$ cat src/hdl/elx_pkg.sv
package elx_pkg;

  // Output position fields are always 16 bits; internal counters may be wider
  // or narrower and are cut or zero-extended to this width.
  localparam int OutPosW   = 16;
  localparam int PosBitsDef = 16;

  // Record queue between the lexer step and the result channel.
  localparam int QDepth = 4;
  localparam int QPtrW  = $clog2(QDepth);
  localparam int QCntW  = $clog2(QDepth + 1);

  // Characters with a special role in the grammar.
  localparam logic [7:0] CH_SLASH  = 8'h2F;
  localparam logic [7:0] CH_MINUS  = 8'h2D;
  localparam logic [7:0] CH_DOT    = 8'h2E;
  localparam logic [7:0] CH_USCORE = 8'h5F;
  localparam logic [7:0] CH_LF     = 8'h0A;

  // Command codes of the input beat.
  localparam logic CMD_CHAR = 1'b0;
  localparam logic CMD_END  = 1'b1;

  // Record types of the result beat.
  localparam logic REC_TEXT  = 1'b0;
  localparam logic REC_TOKEN = 1'b1;

  typedef enum logic [4:0] {
    KIND_NAME   = 5'd0,
    KIND_NUMBER = 5'd1,
    KIND_PLUS   = 5'd2,
    KIND_MINUS  = 5'd3,
    KIND_STAR   = 5'd4,
    KIND_SLASH  = 5'd5,
    KIND_EQ     = 5'd6,
    KIND_LT     = 5'd7,
    KIND_GT     = 5'd8,
    KIND_LP     = 5'd9,
    KIND_RP     = 5'd10,
    KIND_COMMA  = 5'd11,
    KIND_COLON  = 5'd12,
    KIND_NL     = 5'd13,
    KIND_LB     = 5'd14,
    KIND_RB     = 5'd15,
    KIND_EOF    = 5'd16
  } tok_kind_t;

  typedef enum logic [2:0] {
    MODE_IDLE    = 3'd0,
    MODE_NAME    = 3'd1,
    MODE_NUMBER  = 3'd2,
    MODE_SLASH   = 3'd3,
    MODE_MINUS   = 3'd4,
    MODE_COMMENT = 3'd5
  } lex_mode_t;

  // Lexer control state, everything except the position counters.
  typedef struct packed {
    lex_mode_t mode;
    tok_kind_t prev_kind;
    logic      seen_token;
  } lex_ctl_t;

  localparam lex_ctl_t CTL_RESET = '{mode: MODE_IDLE, prev_kind: KIND_NAME, seen_token: 1'b0};

  // One result record.
  typedef struct packed {
    logic                record_type;
    tok_kind_t           token_kind;
    logic [7:0]          text_byte;
    logic [OutPosW-1:0]  tok_line;
    logic [OutPosW-1:0]  tok_col;
    logic                last;
  } lex_rec_t;

  function automatic logic is_digit(input logic [7:0] c);
    return (c >= 8'h30) && (c <= 8'h39);
  endfunction

  function automatic logic is_alpha(input logic [7:0] c);
    return ((c >= 8'h61) && (c <= 8'h7A)) || ((c >= 8'h41) && (c <= 8'h5A));
  endfunction

  function automatic logic is_num_char(input logic [7:0] c);
    return is_digit(c) || (c == CH_DOT);
  endfunction

  function automatic logic is_name_char(input logic [7:0] c);
    return is_alpha(c) || is_digit(c) || (c == CH_USCORE);
  endfunction

  // Single-character operator tokens: hit flag and kind.
  function automatic logic is_single(input logic [7:0] c);
    case (c)
      8'h2B, 8'h2A, 8'h3D, 8'h3C, 8'h3E, 8'h28, 8'h29, 8'h7B, 8'h7D, 8'h2C, 8'h3A: return 1'b1;
      default: return 1'b0;
    endcase
  endfunction

  function automatic tok_kind_t single_kind(input logic [7:0] c);
    case (c)
      8'h2B:   return KIND_PLUS;
      8'h2A:   return KIND_STAR;
      8'h3D:   return KIND_EQ;
      8'h3C:   return KIND_LT;
      8'h3E:   return KIND_GT;
      8'h28:   return KIND_LP;
      8'h29:   return KIND_RP;
      8'h7B:   return KIND_LB;
      8'h7D:   return KIND_RB;
      8'h2C:   return KIND_COMMA;
      8'h3A:   return KIND_COLON;
      default: return KIND_NAME;
    endcase
  endfunction

  // A minus may open a signed number only at the start or after these tokens.
  function automatic logic minus_may_sign(input lex_ctl_t ctl);
    if (!ctl.seen_token) begin
      return 1'b1;
    end
    case (ctl.prev_kind)
      KIND_EQ, KIND_PLUS, KIND_MINUS, KIND_STAR, KIND_SLASH, KIND_LP, KIND_COMMA, KIND_NL:
        return 1'b1;
      default:
        return 1'b0;
    endcase
  endfunction

endpackage

$ cat src/hdl/elx_in_if.sv
interface elx_in_if;
  logic       valid;
  logic       ready;
  logic       cmd;
  logic [7:0] char_byte;

  modport source (output valid, output cmd, output char_byte, input ready);
  modport sink (input valid, input cmd, input char_byte, output ready);
endinterface

$ cat src/hdl/elx_out_if.sv
interface elx_out_if;
  logic        valid;
  logic        ready;
  logic        record_type;
  logic [4:0]  token_kind;
  logic [7:0]  text_byte;
  logic [15:0] tok_line;
  logic [15:0] tok_col;
  logic        last;

  modport source (output valid, output record_type, output token_kind, output text_byte,
                  output tok_line, output tok_col, output last, input ready);
  modport sink (input valid, input record_type, input token_kind, input text_byte,
                input tok_line, input tok_col, input last, output ready);
endinterface

$ cat src/hdl/elx_step.sv
module elx_step
  import elx_pkg::*;
#(
  parameter int POS_BITS = PosBitsDef
) (
  input  logic                cmd,
  input  logic [7:0]          char_byte,
  input  lex_ctl_t            ctl,
  input  logic [POS_BITS-1:0] cur_line,
  input  logic [POS_BITS-1:0] cur_col,
  input  logic [POS_BITS-1:0] start_col,
  output lex_ctl_t            ctl_nxt,
  output logic [POS_BITS-1:0] line_nxt,
  output logic [POS_BITS-1:0] col_nxt,
  output logic [POS_BITS-1:0] scol_nxt,
  output logic [1:0]          rec_cnt,
  output lex_rec_t            rec0,
  output lex_rec_t            rec1
);

  localparam logic [POS_BITS-1:0] PosOne = POS_BITS'(1);
  localparam logic [POS_BITS-1:0] PosMax = '1;

  function automatic lex_rec_t mk_rec(input logic rt, input tok_kind_t kind,
                                      input logic [7:0] b, input logic [POS_BITS-1:0] ln,
                                      input logic [POS_BITS-1:0] cl);
    lex_rec_t r;
    r.record_type = rt;
    r.token_kind  = kind;
    r.text_byte   = b;
    r.tok_line    = OutPosW'(ln);
    r.tok_col     = OutPosW'(cl);
    r.last        = 1'b0;
    return r;
  endfunction

  function automatic logic [POS_BITS-1:0] sat_inc(input logic [POS_BITS-1:0] p);
    return (p == PosMax) ? p : p + PosOne;
  endfunction

  lex_rec_t   recs [2];
  logic [1:0] n;
  logic       do_idle;

  // One source beat: mode-specific handling first, then the idle dispatch.
  always_comb begin
    ctl_nxt  = ctl;
    line_nxt = cur_line;
    col_nxt  = cur_col;
    scol_nxt = start_col;
    n        = 2'd0;
    do_idle  = 1'b0;
    recs[0]  = '0;
    recs[1]  = '0;

    if (cmd == CMD_END) begin
      // Flush an open token, then EOF; the lexer starts fresh afterwards.
      case (ctl.mode)
        MODE_NAME, MODE_NUMBER: begin
          recs[n[0]] = mk_rec(REC_TOKEN,
                              (ctl.mode == MODE_NAME) ? KIND_NAME : KIND_NUMBER,
                              8'd0, line_nxt, scol_nxt);
          n = n + 2'd1;
        end
        MODE_SLASH, MODE_MINUS: begin
          recs[n[0]] = mk_rec(REC_TOKEN,
                              (ctl.mode == MODE_SLASH) ? KIND_SLASH : KIND_MINUS,
                              8'd0, line_nxt, scol_nxt);
          n = n + 2'd1;
          col_nxt = sat_inc(col_nxt);
        end
        default: begin
        end
      endcase
      recs[n[0]] = mk_rec(REC_TOKEN, KIND_EOF, 8'd0, line_nxt, col_nxt);
      n = n + 2'd1;
      ctl_nxt  = CTL_RESET;
      line_nxt = PosOne;
      col_nxt  = PosOne;
      scol_nxt = PosOne;
    end else begin
      case (ctl.mode)
        MODE_NAME, MODE_NUMBER: begin
          if ((ctl.mode == MODE_NAME) ? is_name_char(char_byte) : is_num_char(char_byte)) begin
            recs[n[0]] = mk_rec(REC_TEXT,
                                (ctl.mode == MODE_NAME) ? KIND_NAME : KIND_NUMBER,
                                char_byte, line_nxt, scol_nxt);
            n = n + 2'd1;
            col_nxt = sat_inc(col_nxt);
          end else begin
            recs[n[0]] = mk_rec(REC_TOKEN,
                                (ctl.mode == MODE_NAME) ? KIND_NAME : KIND_NUMBER,
                                8'd0, line_nxt, scol_nxt);
            n = n + 2'd1;
            ctl_nxt.prev_kind  = (ctl.mode == MODE_NAME) ? KIND_NAME : KIND_NUMBER;
            ctl_nxt.seen_token = 1'b1;
            do_idle = 1'b1;
          end
        end
        MODE_SLASH: begin
          if (char_byte == CH_SLASH) begin
            ctl_nxt.mode = MODE_COMMENT;
          end else begin
            recs[n[0]] = mk_rec(REC_TOKEN, KIND_SLASH, 8'd0, line_nxt, scol_nxt);
            n = n + 2'd1;
            ctl_nxt.prev_kind  = KIND_SLASH;
            ctl_nxt.seen_token = 1'b1;
            col_nxt = sat_inc(col_nxt);
            do_idle = 1'b1;
          end
        end
        MODE_MINUS: begin
          if (is_num_char(char_byte) && minus_may_sign(ctl)) begin
            // Signed number: the minus and this byte are both text.
            ctl_nxt.mode = MODE_NUMBER;
            recs[0] = mk_rec(REC_TEXT, KIND_NUMBER, CH_MINUS, line_nxt, scol_nxt);
            recs[1] = mk_rec(REC_TEXT, KIND_NUMBER, char_byte, line_nxt, scol_nxt);
            n = 2'd2;
            col_nxt = sat_inc(sat_inc(col_nxt));
          end else begin
            recs[n[0]] = mk_rec(REC_TOKEN, KIND_MINUS, 8'd0, line_nxt, scol_nxt);
            n = n + 2'd1;
            ctl_nxt.prev_kind  = KIND_MINUS;
            ctl_nxt.seen_token = 1'b1;
            col_nxt = sat_inc(col_nxt);
            do_idle = 1'b1;
          end
        end
        MODE_COMMENT: begin
          // Comment bytes are dropped with the column frozen; newline ends it.
          do_idle = (char_byte == CH_LF);
        end
        default: begin
          do_idle = 1'b1;
        end
      endcase

      // Dispatch of a byte seen with no token open.
      if (do_idle) begin
        ctl_nxt.mode = MODE_IDLE;
        if (char_byte == CH_SLASH) begin
          ctl_nxt.mode = MODE_SLASH;
          scol_nxt = col_nxt;
        end else if (char_byte == CH_MINUS) begin
          ctl_nxt.mode = MODE_MINUS;
          scol_nxt = col_nxt;
        end else if (char_byte == CH_LF) begin
          recs[n[0]] = mk_rec(REC_TOKEN, KIND_NL, 8'd0, line_nxt, col_nxt);
          n = n + 2'd1;
          ctl_nxt.prev_kind  = KIND_NL;
          ctl_nxt.seen_token = 1'b1;
          line_nxt = sat_inc(line_nxt);
          col_nxt  = PosOne;
        end else if (is_single(char_byte)) begin
          recs[n[0]] = mk_rec(REC_TOKEN, single_kind(char_byte), 8'd0, line_nxt, col_nxt);
          n = n + 2'd1;
          ctl_nxt.prev_kind  = single_kind(char_byte);
          ctl_nxt.seen_token = 1'b1;
          col_nxt = sat_inc(col_nxt);
        end else if (is_num_char(char_byte)) begin
          ctl_nxt.mode = MODE_NUMBER;
          scol_nxt = col_nxt;
          recs[n[0]] = mk_rec(REC_TEXT, KIND_NUMBER, char_byte, line_nxt, col_nxt);
          n = n + 2'd1;
          col_nxt = sat_inc(col_nxt);
        end else if (is_alpha(char_byte) || (char_byte == CH_USCORE)) begin
          ctl_nxt.mode = MODE_NAME;
          scol_nxt = col_nxt;
          recs[n[0]] = mk_rec(REC_TEXT, KIND_NAME, char_byte, line_nxt, col_nxt);
          n = n + 2'd1;
          col_nxt = sat_inc(col_nxt);
        end else begin
          // Whitespace and unknown bytes only move the column.
          col_nxt = sat_inc(col_nxt);
        end
      end
    end

    // Flag the final record of this beat.
    if (n == 2'd1) begin
      recs[0].last = 1'b1;
    end else if (n == 2'd2) begin
      recs[1].last = 1'b1;
    end
  end

  assign rec_cnt = n;
  assign rec0    = recs[0];
  assign rec1    = recs[1];

endmodule

$ cat src/hdl/elx_queue.sv
module elx_queue
  import elx_pkg::*;
(
  input  logic       clk,
  input  logic       rst_n,
  input  logic [1:0] push_cnt,
  input  lex_rec_t   push0,
  input  lex_rec_t   push1,
  output logic       room2,
  output logic       pop_valid,
  input  logic       pop_ready,
  output lex_rec_t   pop_rec
);

  lex_rec_t         mem [QDepth];
  logic [QPtrW-1:0] head_r, head_nxt;
  logic [QPtrW-1:0] tail_r, tail_nxt;
  logic [QCntW-1:0] cnt_r, cnt_nxt;
  logic             pop;

  assign pop       = pop_valid && pop_ready;
  assign pop_valid = (cnt_r != '0);
  assign pop_rec   = mem[head_r];
  assign room2     = (cnt_r <= QCntW'(QDepth - 2));

  // Pointer and fill count updates.
  always_comb begin
    head_nxt = pop ? head_r + QPtrW'(1) : head_r;
    tail_nxt = tail_r + QPtrW'(push_cnt);
    cnt_nxt  = cnt_r + QCntW'(push_cnt) - QCntW'(pop);
  end

  always_ff @(posedge clk) begin
    if (!rst_n) begin
      head_r <= '0;
      tail_r <= '0;
      cnt_r  <= '0;
    end else begin
      head_r <= head_nxt;
      tail_r <= tail_nxt;
      cnt_r  <= cnt_nxt;
    end
  end

  // Up to two records written per cycle at the tail.
  always_ff @(posedge clk) begin
    if (push_cnt != 2'd0) begin
      mem[tail_r] <= push0;
    end
    if (push_cnt == 2'd2) begin
      mem[tail_r + QPtrW'(1)] <= push1;
    end
  end

endmodule

$ cat src/hdl/expression_lexer.sv
// Streaming lexer: one source byte or end-of-source command per input beat,
// giving text-byte and token records on the result channel. A beat is taken
// into an input register, lexed against the mode, line and column state,
// and its zero to two records go into a four-entry record queue that
// drives the result channel; a beat's first record passes through the
// input register and the queue. Input beats are taken one per cycle as
// long as the queue has room for two more records; with no stall on the
// result channel the sustained rate is one byte per cycle when each byte
// yields at most one record, and the result channel's one record per cycle
// bounds it when beats yield two. Line and column counters are POS_BITS
// wide and saturate; the position fields carry their low 16 bits.
module expression_lexer
  import elx_pkg::*;
#(
  parameter int POS_BITS = PosBitsDef
) (
  input  logic       clk,
  input  logic       rst_n,
  elx_in_if.sink     in_bus,
  elx_out_if.source  out_bus
);

  localparam logic [POS_BITS-1:0] PosOne = POS_BITS'(1);

  logic                in_valid_r;
  logic                cmd_r;
  logic [7:0]          byte_r;
  lex_ctl_t            ctl_r, ctl_nxt;
  logic [POS_BITS-1:0] line_r, line_nxt;
  logic [POS_BITS-1:0] col_r, col_nxt;
  logic [POS_BITS-1:0] scol_r, scol_nxt;
  logic [1:0]          rec_cnt;
  lex_rec_t            rec0, rec1, head_rec;
  logic                room2;
  logic                step_go;

  // The held beat is lexed once the queue can take two records.
  assign step_go      = in_valid_r && room2;
  assign in_bus.ready = !in_valid_r || step_go;

  always_ff @(posedge clk) begin
    if (!rst_n) begin
      in_valid_r <= 1'b0;
    end else if (in_bus.ready) begin
      in_valid_r <= in_bus.valid;
    end
  end

  always_ff @(posedge clk) begin
    if (in_bus.ready && in_bus.valid) begin
      cmd_r  <= in_bus.cmd;
      byte_r <= in_bus.char_byte;
    end
  end

  elx_step #(
    .POS_BITS (POS_BITS)
  ) u_step (
    .cmd       (cmd_r),
    .char_byte (byte_r),
    .ctl       (ctl_r),
    .cur_line  (line_r),
    .cur_col   (col_r),
    .start_col (scol_r),
    .ctl_nxt   (ctl_nxt),
    .line_nxt  (line_nxt),
    .col_nxt   (col_nxt),
    .scol_nxt  (scol_nxt),
    .rec_cnt   (rec_cnt),
    .rec0      (rec0),
    .rec1      (rec1)
  );

  // Lexer state advances once per lexed beat.
  always_ff @(posedge clk) begin
    if (!rst_n) begin
      ctl_r  <= CTL_RESET;
      line_r <= PosOne;
      col_r  <= PosOne;
      scol_r <= PosOne;
    end else if (step_go) begin
      ctl_r  <= ctl_nxt;
      line_r <= line_nxt;
      col_r  <= col_nxt;
      scol_r <= scol_nxt;
    end
  end

  elx_queue u_queue (
    .clk       (clk),
    .rst_n     (rst_n),
    .push_cnt  (step_go ? rec_cnt : 2'd0),
    .push0     (rec0),
    .push1     (rec1),
    .room2     (room2),
    .pop_valid (out_bus.valid),
    .pop_ready (out_bus.ready),
    .pop_rec   (head_rec)
  );

  // Result beat fields from the queue head.
  assign out_bus.record_type = head_rec.record_type;
  assign out_bus.token_kind  = head_rec.token_kind;
  assign out_bus.text_byte   = head_rec.text_byte;
  assign out_bus.tok_line    = head_rec.tok_line;
  assign out_bus.tok_col     = head_rec.tok_col;
  assign out_bus.last        = head_rec.last;

endmodule
$ cat src/flat_wrapper.sv
// flat-port wrapper written by rule: the top's interface ports become plain ports
module expression_lexer_flat import elx_pkg::*;
#(
  parameter int POS_BITS = PosBitsDef
)
  (clk, rst_n, in_bus_valid, in_bus_cmd, in_bus_char_byte, in_bus_ready, out_bus_valid, out_bus_record_type, out_bus_token_kind, out_bus_text_byte, out_bus_tok_line, out_bus_tok_col, out_bus_last, out_bus_ready);
  elx_in_if in_bus_i ();
  elx_out_if out_bus_i ();
  input  logic clk;
  input  logic rst_n;
  input wire logic [$bits(in_bus_i.valid)-1:0] in_bus_valid;
  input wire logic [$bits(in_bus_i.cmd)-1:0] in_bus_cmd;
  input wire logic [$bits(in_bus_i.char_byte)-1:0] in_bus_char_byte;
  output wire logic [$bits(in_bus_i.ready)-1:0] in_bus_ready;
  output wire logic [$bits(out_bus_i.valid)-1:0] out_bus_valid;
  output wire logic [$bits(out_bus_i.record_type)-1:0] out_bus_record_type;
  output wire logic [$bits(out_bus_i.token_kind)-1:0] out_bus_token_kind;
  output wire logic [$bits(out_bus_i.text_byte)-1:0] out_bus_text_byte;
  output wire logic [$bits(out_bus_i.tok_line)-1:0] out_bus_tok_line;
  output wire logic [$bits(out_bus_i.tok_col)-1:0] out_bus_tok_col;
  output wire logic [$bits(out_bus_i.last)-1:0] out_bus_last;
  input wire logic [$bits(out_bus_i.ready)-1:0] out_bus_ready;
  assign in_bus_i.valid = in_bus_valid;
  assign in_bus_i.cmd = in_bus_cmd;
  assign in_bus_i.char_byte = in_bus_char_byte;
  assign in_bus_ready = in_bus_i.ready;
  assign out_bus_valid = out_bus_i.valid;
  assign out_bus_record_type = out_bus_i.record_type;
  assign out_bus_token_kind = out_bus_i.token_kind;
  assign out_bus_text_byte = out_bus_i.text_byte;
  assign out_bus_tok_line = out_bus_i.tok_line;
  assign out_bus_tok_col = out_bus_i.tok_col;
  assign out_bus_last = out_bus_i.last;
  assign out_bus_i.ready = out_bus_ready;
  expression_lexer #(.POS_BITS(POS_BITS)) u_core (.clk(clk), .rst_n(rst_n), .in_bus(in_bus_i), .out_bus(out_bus_i));
endmodule
$ cat config.mk
export PLATFORM = sky130hd
export DESIGN_NAME = expression_lexer_flat
export DESIGN_NICKNAME = d
export VERILOG_FILES = /design/src/hdl/elx_pkg.sv /design/src/hdl/elx_in_if.sv /design/src/hdl/elx_out_if.sv /design/src/hdl/elx_step.sv /design/src/hdl/elx_queue.sv /design/src/hdl/expression_lexer.sv /design/src/flat_wrapper.sv
export SDC_FILE = /design/constraint.sdc
export NUM_CORES = 1
export LEC_CHECK = 0
export BUFFER_PORTS_ARGS = -buffer_cell sky130_fd_sc_hd__buf_2
export CORE_ASPECT_RATIO = 1.2
export CORE_UTILIZATION = 25
export DETAILED_ROUTE_END_ITERATION = 10
export PLACE_DENSITY = 0.5
export SYNTH_ARGS = -nofsm -noshare
export SYNTH_HDL_FRONTEND = slang
export SYNTH_SLANG_ARGS = --single-unit
$ cat constraint.sdc
create_clock -name clk -period 17.5 [get_ports clk]
set_input_delay 3.5 -clock clk [delete_from_list [all_inputs] [get_ports clk]]
set_output_delay 3.5 -clock clk [all_outputs]
set_load 0.02 [all_outputs]
==> key figures, run 1 <==
Timing
  • Final Hold Viols: 0
  • Actual slew at the worst max-slew pin: approximately 1.2 ns
  • Final slew viol count: 0
  • RSZ-0062 raised after global routing: false
  • Fmax: 154.0 MHz
  • Setup TNS: 0 ns
  • Clock skew: between 0.03 and 0.04 ns
  • Final setup margin: between 10 and 15 ns
  • Rel. slew slack: 0.1821
  • Fin crit period: 6.493 ns
  • Final period util: 0.3710
  • Final setup vio count: 0

Logic synthesis
  • Synth cell types: ~100
  • Ranking of synthesized cells by area: edfxtp_1 (38%), dfxtp_1 (8.7%), mux4_2 (6.8%), mux2i_1 (4.9%), nor2_1 (4.1%)
  • Multiplexer share of the synthesized area: 0.1208
  • Number of synthesized flops with an enable pin: 197
  • Avg Cell Area, Syn: about 10 um2
  • Synth Area in Compound Gates: 0.1575
  • Syn. warnings: 0
  • Most frequent cells after synthesis: edfxtp_1 (197), nor2_1 (170), nand2_1 (107)
  • Post-synthesis sequential area ratio: 0.4651
  • Top cell type's share of synthesized area: 0.3781
  • Count leader, synth: edfxtp_1
  • Synth Cell Area: around 16000 um2
  • Main flop type after synthesis: edfxtp_1
  • Post-synthesis register bit count: between 200 and 300
  • Cell count after synthesis: 1493
  • Synth Area in XOR/XNOR: 0.01735
  • Main combinational cell family by area after synthesis: simple AND/OR/NAND/NOR gates
  • Synth async-reset ratio: 0
  • Post-synthesis simple-gate area fraction: 0.1924
  • Synth area leader: edfxtp_1
  • Post-Synth Adder-Cell Area: 0.007678

Final layout
  • P&R area growth vs syn: 12.65%
  • Share of cells above drive strength 1: 0.1632
  • Nets: roughly 1500
  • Finished Layout Cells: between 2000 and 2500
  • # fillers: roughly 6400

Floorplan
  • DIE AREA: between 60000 and 70000 um2
  • Die Y: about 280 um
  • Number of primary I/O pins: 62
  • CORE AREA: 61930 um2
  • Die width: around 230 um
  • Initial Util: 0.2526
  • FP Rows: 100

Place
  • Dpl ws: 11.09 ns
  • Port Buf Inserts: 61
  • DP HPWL: roughly 36000 um
  • Cells after DPL: 2298
  • GPL Wtd Cong: between 0.8 and 0.9

Clocking
  • CTS tree: built
  • Setup Buffers After CTS: 0
  • Hold-fix buffers at CTS: 0
  • Clk sinks: about 270
  • Number of buffers created by CTS: 27
  • Post-CTS sizing: 0
  • Clock Tree Root: clkbuf_16
  • Clock Tree Buf Depth: 3
  • Worst skew pair latency: about 0.56 ns
  • Clock-pin slew on the worst setup and hold paths: 0.07 ns
  • Max H-tree Level: 1

Route
  • DRC: 0
  • Post-DRT Antenna Nets: 0
  • 1st-pass router iterations: 8
  • Via-to-Cell Ratio: approximately 5.3
  • WL per Instance: 21.93 um
  • Final Routed Wirelength: 51520 um
  • DR vias: approximately 12000
  • Starting DRT DRC Count: approximately 1000

Setup path
  • Critical path arrival: approximately 6.7 ns
  • R2r setup slk: ~11 ns
  • Reg2reg end: u_core.u_queue.mem[0][9]
  • FF-to-FF Start: u_core.byte_r[1]
  • CP Capture Type: flop
  • Kind of cell adding the most delay to the critical path: simple AND/OR/NAND/NOR gates
  • R2R cell count: 13
  • CP Data Required Time: 17.67 ns
  • Worst path bufs/invs: 2
  • Startpoint types: flop
  • Crit path cell chain: o21ai_0, and4_1, o21ai_1, a21boi_1, o21ai_1, buf_4, nand2_1, nor2_1, nor3_1, nor3_2, nand3_2, o21ai_4, buf_4
  • Slowest cell on crit path: nand3_2
  • Crit Path Class: flop to flop
  • Max FO, Critical Path: 47
  • Max incr delay on CP: 0.91 ns

Power
  • Power Dens Cells: between 90 and 100 nW/um2
  • Max rail drop VDD: ~0.065 mV
  • LEAKAGE: roughly 6 nW
  • Pwr Total: 1.701 mW

Global route
  • Initial antenna violation count: 3
  • Global-route wire length before repair: approximately 78000 um
  • Vias in the first global route: 12220
  • Overflow after GRT: 0
  • Total track usage: 0.1591
  • Largest net degree at the start of global routing: 65

Flow run
  • Max_cap viols: 0

Min path
  • HP Class: flop to flop
  • Hold endpoint: u_core.ctl_r[5]
  • Min-delay src: u_core.ctl_r[5]
  • Hold path depth: 1

Status
  • Outcome: completed
## cell families after synthesis
group,after synthesis
buf+inv,134
flops,265
simple gates,563
other cells,1
xor+xnor,31
mux,129
fa+ha+maj,9
compound gates,361
## placed cells by master (no fill, tap or decap), types with 34 or more instances in the layout
cell and count:
dfxtp_1 66, mux4_2 47, nand2_1 107, a21oi_1 90, nand3_1 36, and2_1 86
o21ai_0 66, edfxtp_1 197, buf_4 34, nor2_1 168, mux2i_1 76, buf_2 61
## metal layers
| layer | track usage | part of all wire |
|---|---|---|
| met1 | 0.1964 | 0.41 |
| met3 | 0.02011 | 0.051 |
| met4 | 0.07336 | 0.044 |
| met5 | 0 | 0.00043 |
| met2 | 0.2742 | 0.50 |
## layout make-up
| cell class | count | area [um2] | area share |
|---|---|---|---|
| multi-input cells | 1097 | 7834 | 0.4445 |
| flip-flops and latches | 265 | 7282 | 0.4132 |
| well taps | 816 | 1021 | 0.05793 |
| clock buffers | 35 | 715.7 | 0.04061 |
| repair buffers | 95 | 560.5 | 0.03180 |
| clock inverters | 15 | 115.1 | 0.006531 |
| inverters | 25 | 93.84 | 0.005324 |
| diodes | 1 | 2.502 | 0.0001420 |
## how the worst max path moves through the flow
stage	from	endpoint	cells past startpoint
final	u_core.byte_r[1]	u_core.u_queue.mem[0][9]	13
after floorplan	u_core.byte_r[5]	u_core.u_queue.mem[0][0]	13
after global routing	u_core.byte_r[1]	u_core.u_queue.mem[0][9]	13
after CTS	u_core.byte_r[1]	u_core.u_queue.mem[0][7]	13
after global placement	u_core.byte_r[1]	u_core.u_queue.mem[0][3]	13
after detailed placement	u_core.byte_r[1]	u_core.u_queue.mem[0][9]	13
## state kept, by name, indices dropped and copies added (netlist names), named ones only
register               flops
u_core.u_queue.cnt_r       3
u_core.in_valid_r          1
u_core.u_queue.tail_r      2
u_core.scol_r             16
u_core.col_r              16
u_core.line_r             16
u_core.u_queue.head_r      2
u_core.u_queue.mem       188
u_core.cmd_r               1
u_core.ctl_r               9
u_core.byte_r              8
## where the power goes
part	switching, mW	internal (mW)	leakage [nW]
sequential	0.0256	0.715	2.41
clock	0.249	0.305	0.399
combinational	0.253	0.153	3.27
## metrics by stage
stage | hold slack, ns | area (um2) | utilization
2_1_floorplan | 0.4418 | 15660 | -
3_3_place_gp | 0.4891 | 16790 | 0.2711
3_5_place_dp | 0.4971 | 16790 | 0.2711
4_1_cts | 0.5125 | 17620 | 0.2845
5_1_grt | 0.5269 | 17620 | 0.2845
6_report | 0.5197 | 17620 | 0.2846
Note: power is estimated with default switching activity, not from simulation.
==> inputs of run 2 (changes only) <==
==> constraint.sdc (replaced) <==
create_clock -name clk -period 6.55 [get_ports clk]
set_input_delay 1.31 -clock clk [delete_from_list [all_inputs] [get_ports clk]]
set_output_delay 1.31 -clock clk [all_outputs]
set_load 0.02 [all_outputs]
==> key figures, run 2 (synthesis gave the netlist of run 1 again) <==
Global route
  • Global-route wire length before repair: 78570 um (+0.57%)
  • Largest net degree at the start of global routing: 65 (unchanged)
  • Total track usage: 0.1604 (+0.001285)
  • Vias in the first global route: 12252 (+0.26%)
  • Initial antenna violation count: 3 (unchanged)
  • Overflow after GRT: 0 (unchanged)

Min path
  • Min-delay src: u_core.ctl_r[5]
  • Hold path depth: 1 (unchanged)
  • Hold endpoint: u_core.ctl_r[5]
  • HP Class: flop to flop

Setup path
  • FF-to-FF Start: u_core.col_r[0]
  • Worst Setup SP: u_core.col_r[0]
  • Critical path arrival: 6.08 ns (-0.59 ns)
  • CP Data Required Time: 6.98 ns (-10.69 ns)
  • CP Capture Type: flop
  • Startpoint types: flop
  • Crit Path Class: flop to flop
  • Reg2reg end: u_core.col_r[1]
  • R2R cell count: 15 (+2)
  • Max FO, Critical Path: 15 (-68%)
  • R2r setup slk: 0.90 ns (-10.10 ns)

Power
  • Power Dens Cells: 266.9 nW/um2 (+180%)
  • Clock power frac: 0.356 (+0.030)
  • Psw: 1.433 mW (+170%)
  • Switch share: 0.2995 (-0.01094)
  • Flop pwr share: 0.419 (-0.016)
  • Int Pwr: 3.351 mW (+190%)
  • Combinational Power Share: 0.225 (-0.014)
  • LEAKAGE: 6.240 nW (+2.7%)
  • Max rail drop VDD: 0.1795 mV (+180%)

Timing
  • RSZ-0062 raised after global routing: false
  • Final Hold Viols: 0 (unchanged)
  • Final period util: 0.8623 (+0.4913)
  • Rel. slew slack: 0.1655 (-0.01664)
  • Fin crit period: 5.648 ns (-0.8450 ns)
  • Actual slew at the worst max-slew pin: 1.247 ns (+0.02487 ns)
  • Final setup vio count: 0 (unchanged)
  • Fmax: 177.0 MHz (+15%)
  • Setup TNS: 0 ns (unchanged)
  • Final slew viol count: 0 (unchanged)
  • Clock skew: 0.008538 ns (-0.02217 ns)

Place
  • Placement Cell Area: 16930 um2 (+0.80%)
  • GPL Wtd Cong: 0.9290 (+3.3%)
  • Port Buf Inserts: 61 (unchanged)
  • DP HPWL: 37600 um (+3.2%)

Floorplan
  • Number of primary I/O pins: 62 (unchanged)
  • Die width: 230.4 um (unchanged)
  • CORE AREA: 61930 um2 (unchanged)
  • Initial Util: 0.2526 (unchanged)
  • Die Y: 276.0 um (unchanged)
  • FP Rows: 100 (unchanged)
  • DIE AREA: 63590 um2 (unchanged)

Final layout
  • Most frequent cells in the layout: edfxtp_1 (197), nor2_1 (168), nand2_1 (107)
  • Final instance area: 17920 um2 (+1.7%)
  • Nets: 1547 (+0.91%)
  • Number of flip-flops under the largest register name: 188 (unchanged)
  • Most common library cell in the layout ignoring fill and taps: edfxtp_1
  • P&R area growth vs syn: 14.54%
  • Share of cells above drive strength 1: 0.1732 (+0.01005)
  • Total inserted antenna cells: 0 (-1)
  • Top reg by flops: u_core.u_queue.mem

Status
  • Outcome: completed

Clocking
  • Hold-fix buffers at CTS: 0 (unchanged)
  • Setup Buffers After CTS: 0 (unchanged)
  • Post-CTS sizing: 0 (unchanged)
  • Clock Tree Root: clkbuf_16
  • Clock Tree Buf Depth: 3 (unchanged)
  • Clock-pin slew on the worst setup and hold paths: 0.07 ns (about the same)
  • CTS tree: built
  • Worst skew pair latency: 0.56 ns (about the same)
  • Number of buffers created by CTS: 28 (+3.7%)
  • Max H-tree Level: 1 (unchanged)
  • Clk sinks: 265 (unchanged)

Route
  • Starting DRT DRC Count: 924 (-12%)
  • DRC: 0 (unchanged)
  • WL per Instance: 22.13 um (+0.89%)
  • DR vias: 12504 (+0.76%)
  • 1st-pass router iterations: 8 (unchanged)
  • Post-DRT Antenna Nets: 0 (unchanged)
  • Final Routed Wirelength: 52290 um (+1.5%)
  • Via-to-Cell Ratio: 5.292 (+0.16%)

Flow run
  • Max_cap viols: 0 (unchanged)
==> run 2: worst max-delay path, stage by stage, from the launching register on <==
cell	delay [ns]
dfxtp_1	0.62
ha_1	0.36
nand3_2	0.36
or4_1	0.80
nand2_1	0.11
and2_1	0.19
inv_1	0.07
ha_1	0.29
and3_1	0.25
a31o_2	0.25
a31oi_1	0.64
nand3_2	0.16
nand4bb_1	0.62
o21ai_2	0.48
mux2i_1	0.23
o21ai_1	0.07
==> run 2: worst max path at each step <==
stage	endpoint	slack [ns]
after CTS	u_core.u_queue.mem[0][14]	0.93
after global routing	u_core.col_r[0]	0.46
after floorplan	u_core.u_queue.mem[0][0]	-0.23
final	u_core.col_r[1]	0.90
after global placement	u_core.u_queue.mem[0][9]	0.91
after detailed placement	u_core.u_queue.mem[0][3]	0.95
==> run 2: power by group through the flow <==
stage | combinational (mW) | sequential [mW] | clock (mW)
global route | 1.16 | 2.02 | 1.79
detailed placement | 1.09 | 2.05 | 0
finish | 1.08 | 2.00 | 1.70
CTS | 1.10 | 2.01 | 1.74
floorplan | 0.786 | 1.97 | 0
global placement | 1.10 | 2.04 | 0
==> run 2: area by class of cell <==
class | count | area, um2
Clock buffer | 38 | 810.8
Clock inverter | 14 | 182.7
Fill cell | 6382 | 44010
Inverter | 25 | 93.84
Multi-Input combinational cell | 1097 | 7834
Sequential cell | 265 | 7282
Tap cell | 816 | 1021
Timing Repair Buffer | 108 | 695.7
==> run 2: metal layers <==
metal / wire length [um] / part of all wire / track usage / vias to the layer above
met4: 1579 / 0.030 / 0.05366 / 6
met1: 21900 / 0.42 / 0.2037 / 6259
li1: - / - / - / 5742
met5: 45 / 0.00086 / 0 / -
met3: 2740 / 0.052 / 0.02001 / 92
met2: 26020 / 0.50 / 0.2790 / 405
==> run 2: metrics by stage <==
step	utilization	power [mW]	hold WS, ns	instances	setup WS, ns
detailed placement	0.2733	3.140	0.4589	2311	0.9548
floorplan	-	2.760	0.4418	1496	-0.2329
CTS	0.2893	4.845	0.4756	2363	0.9267
global placement	0.2733	3.136	0.4575	2311	0.9140
finish	0.2893	4.784	0.4791	2363	0.9018
global route	0.2893	4.972	0.4963	2363	0.4620
